$ cat src/hdl/npcs_pkg.sv
// ----------------------------------------------------------------------------
// npcs_pkg: shared constants and types for the nearest palette color search
// Palette geometry, distance widths, command codes and the distance unit tag.
// ----------------------------------------------------------------------------
`default_nettype none

package npcs_pkg;

  localparam int PalEntries   = 256;
  localparam int PalIdxW      = (PalEntries > 1) ? $clog2(PalEntries) : 1;
  localparam int CompareShift = 8;
  localparam int CompW        = 16;
  localparam int KeyW         = CompW - CompareShift;
  // three squares of an 8-bit difference need 18 bits
  localparam int DistW        = 2 * KeyW + 2;
  localparam int BestW        = 17;
  localparam logic [BestW-1:0] StartDist = BestW'(100000);

  typedef enum logic {
    CmdLoad  = 1'b0,
    CmdMatch = 1'b1
  } cmd_e;

  typedef struct packed {
    logic [KeyW-1:0] r;
    logic [KeyW-1:0] g;
    logic [KeyW-1:0] b;
  } rgb_key_t;

  typedef struct packed {
    logic               vld;
    logic [PalIdxW-1:0] idx;
  } scan_tag_t;

endpackage

`default_nettype wire

$ cat src/hdl/npcs_dist.sv
// ----------------------------------------------------------------------------
// npcs_dist: two-stage squared RGB distance unit
// Stage one squares the three component differences, stage two sums them.
// The palette index travels alongside as a tag.
// ----------------------------------------------------------------------------
`default_nettype none

module npcs_dist (
  input  wire logic                              clk_i,
  input  wire logic                              rst_ni,
  input  wire npcs_pkg::scan_tag_t               tag_i,
  input  wire npcs_pkg::rgb_key_t                want_i,
  input  wire npcs_pkg::rgb_key_t                entry_i,
  output npcs_pkg::scan_tag_t                    tag_o,
  output logic [npcs_pkg::DistW-1:0]             dist_o
);

  localparam int SqW = 2 * npcs_pkg::KeyW;

  logic [npcs_pkg::KeyW-1:0] diff_r, diff_g, diff_b;
  logic [SqW-1:0]            sq_r_d, sq_g_d, sq_b_d;
  logic [SqW-1:0]            sq_r_q, sq_g_q, sq_b_q;
  npcs_pkg::scan_tag_t       tag1_q, tag2_q;
  logic [npcs_pkg::DistW-1:0] dist_q;

  always_comb begin
    diff_r = (want_i.r >= entry_i.r) ? want_i.r - entry_i.r : entry_i.r - want_i.r;
    diff_g = (want_i.g >= entry_i.g) ? want_i.g - entry_i.g : entry_i.g - want_i.g;
    diff_b = (want_i.b >= entry_i.b) ? want_i.b - entry_i.b : entry_i.b - want_i.b;
    sq_r_d = SqW'(diff_r) * SqW'(diff_r);
    sq_g_d = SqW'(diff_g) * SqW'(diff_g);
    sq_b_d = SqW'(diff_b) * SqW'(diff_b);
  end

  always_ff @(posedge clk_i or negedge rst_ni) begin
    if (!rst_ni) begin
      tag1_q <= '0;
      tag2_q <= '0;
    end else begin
      tag1_q <= tag_i;
      tag2_q <= tag1_q;
    end
  end

  always_ff @(posedge clk_i) begin
    sq_r_q <= sq_r_d;
    sq_g_q <= sq_g_d;
    sq_b_q <= sq_b_d;
    dist_q <= npcs_pkg::DistW'(sq_r_q) + npcs_pkg::DistW'(sq_g_q)
            + npcs_pkg::DistW'(sq_b_q);
  end

  assign tag_o  = tag2_q;
  assign dist_o = dist_q;

endmodule

`default_nettype wire

$ cat config.mk
export PLATFORM = sky130hd
export DESIGN_NAME = npcs_dist
export DESIGN_NICKNAME = d
export VERILOG_FILES = /design/src/hdl/npcs_pkg.sv /design/src/hdl/npcs_dist.sv
export SDC_FILE = /design/constraint.sdc
export NUM_CORES = 1
export LEC_CHECK = 0
export ABC_AREA = 1
export BUFFER_PORTS_ARGS = -buffer_cell sky130_fd_sc_hd__buf_4
export CAP_MARGIN = 20
export CORE_MARGIN = 3
export CORE_UTILIZATION = 50
export DETAILED_ROUTE_END_ITERATION = 10
export PLACE_DENSITY_LB_ADDON = 0.05
export SYNTH_ARGS = -nofsm -noshare
export SYNTH_HDL_FRONTEND = slang
export SYNTH_SLANG_ARGS = --single-unit
$ cat constraint.sdc
create_clock -name clk_i -period 5.1 [get_ports clk_i]
set_clock_uncertainty 0.2 [all_clocks]
set_input_delay 1.02 -clock clk_i [delete_from_list [all_inputs] [get_ports clk_i]]
set_output_delay 1.02 -clock clk_i [all_outputs]
set_load 0.05 [all_outputs]
==> metrics.txt <==
status finished, violations left; violated checks setup timing; CP max-delay cell fa_1; filler instances 1432; FFs w/ async S/R, synth 22.2%; Detail Route Antenna Nets 0; grt total ovfl 0; DRT Wirelength 25100 µm; Num CTS Buffers 9; Slew Viols, Final 0; Worst Path Required 5.13 ns; EDFF count, synth 0; Buf/Inv on CP 7; DRC errors left 0; vias in the first global route 9625; TritonCTS clock tree built; Crit path arrival time 5.58 ns; count leader, synth nand2_1; area growth from synthesis to layout 50.2%; initial antenna violation count 0; Synth Area per Inst 7.50 µm²; clk root buf clkbuf_16; Mapped Area 10300 µm²; Area contributors post-synth fa_1 19%, ha_1 18%, dfxtp_1 12%; layout cells sized above 1 40.9%; Yosys top cell area share 18.8%; PortBufs 85; I/O pin total 86; Syn. warnings 0; top_reg_cell synth dfxtp_1; Worst-path clk slew 0.06 ns; Peak Freq 180 MHz; first-pass GRT wire length 42200 µm; gr usage total 22.5%; GPL Wtd Cong 0.846; Critical Path Start Type input port; number of vias per cell 4.75; RSZ-0062 raised after global routing true; drt pass-1 iters 5; total clock sinks 81; Die W 150 µm; final critical-path required period 5.55 ns; Max stage delay on crit path 0.51 ns; Tcrit/Tclk final 109%; Yosys reg bits 81; nets 2049; number of distinct library cells after synthesis 36; CP Class input port to flip-flop; worst-case clock buffer depth 2; Synth top cells by count 317 x nand2_1, 302 x inv_1, 149 x ha_1; sequential area share after synthesis 16.6%; element type at the critical path end flip-flop; die area 22400 µm²; worst skew pair latency 0.33 ns; Die Y 150 µm; Cells after Synth 1375; slack of the critical path -0.453 ns; hpwl dp 19900 µm; Iteration-0 DRC Markers 341; largest net degree at the start of global routing 19; n_diodes 0; Site Rows 51; crit path max fanout 6; max cap viols 0; H-tree depth 3; delay-heaviest family, CP adder cells; core area 19800 µm²; Hold Vio Cnt, Final 0; WL/cell 12.5 µm; Initial Util 52.0%; Synth area leader fa_1; Vias 9567; Setup WS pre-CTS -0.907 ns; cts hold-fix bufs 0; worst hold path class flip-flop to flip-flop; Final setup violation count 29
-- worst register-to-register path, delay by kind of cell (launching register included) --
kind,cells,cell delay (ns)
AOI/OAI and AO/OA,4,0.67
adders and majority gates,2,0.80
and+or+nand+nor,4,0.32
DFF,1,0.39
-- area by class of cell --
| type | instances | area (µm²) | area share [%] |
|---|---|---|---|
| multi-input combinational | 979 | 9030 | 58.3 |
| timing repair buffer | 361 | 2870 | 18.5 |
| sequential | 81 | 1710 | 11.0 |
| inverter | 312 | 1240 | 8.01 |
| tap | 265 | 332 | 2.14 |
| clock buffer | 9 | 225 | 1.45 |
| clock inverter | 7 | 83.8 | 0.541 |
-- path summary, 6_finish.rpt --
| kind | cells after the start | to | from | slack [ns] |
|---|---|---|---|---|
| max | 28 | sq_r_q[13] | want_i[16] | -0.45 |
| min | 0 | tag_o[1] | tag1_q[1] | 0.15 |
| max reg2reg | 10 | dist_o[17] | sq_b_q[4] | 2.60 |
| min reg2reg | 0 | tag_o[1] | tag1_q[1] | 0.15 |
| max in group asynchronous | 1 | tag1_q[7] | rst_ni | 4.18 |
| min in group asynchronous | 1 | tag_o[1] | rst_ni | 0.34 |
-- repair_timing --
item,4_1_cts,5_1_grt
pin swaps,108,68
resized for setup,161,134
cloned,1,0
endpoints found under the setup margin,31,32
setup buffers,36,18
-- per-stage QoR --
stage	utilization [%]	TNS, ns	area [µm²]	hold WS (ns)	std cells
finish	78.1	-8.64	15500	0.147	2014
global route	78.1	-14.61	15500	0.148	2014
CTS	74.7	-7.81	14800	0.149	1997
detailed placement	68.4	-22.46	13600	0.135	1948
global placement	68.4	-19.60	13600	0.132	1948
floorplan	-	-9.04	10900	0.131	1377
-- registers in the layout (all words and copies together) (netlist names) --
name	cells
tag1_q	9
dist_o	18
sq_g_q	15
tag_o	9
sq_b_q	15
sq_r_q	15
-- layer usage --
| layer | vias up | share of wire, % | GRT usage [%] |
|---|---|---|---|
| met5 | - | 0 | 0 |
| met3 | 20 | 1.9 | 2.24 |
| met2 | 96 | 52 | 41.0 |
| li1 | 4922 | - | - |
| met1 | 4529 | 45 | 29.7 |
| met4 | 0 | 0.96 | 3.39 |
-- cell families (layout without fill, tap and decap cells) --
logic type      after synthesis  after routing  synth area share (%)
buf+inv                     318            689                  11.9
simple gates                549            550                  22.4
xor+xnor                     63             63                  5.35
other cells                   1              3                0.0364
compound gates              117            117                  6.79
flops                        81             81                  16.6
fa+ha+maj                   246            246                  36.9
-- layout by cell type, fill, tap and decap left out, types with 33 or more instances in the layout --
cell	instances
ha_1	113
inv_1	254
fa_1	84
nand2_1	241
nor2_1	76
inv_2	44
ha_4	34
nand3_1	47
nand2_4	42
nand2_2	57
xor2_1	39
buf_6	33
dfxtp_1	63
buf_4	325
Power is not shown: default switching activity piles up to over one toggle a cycle in this logic, so the estimate is an artifact.
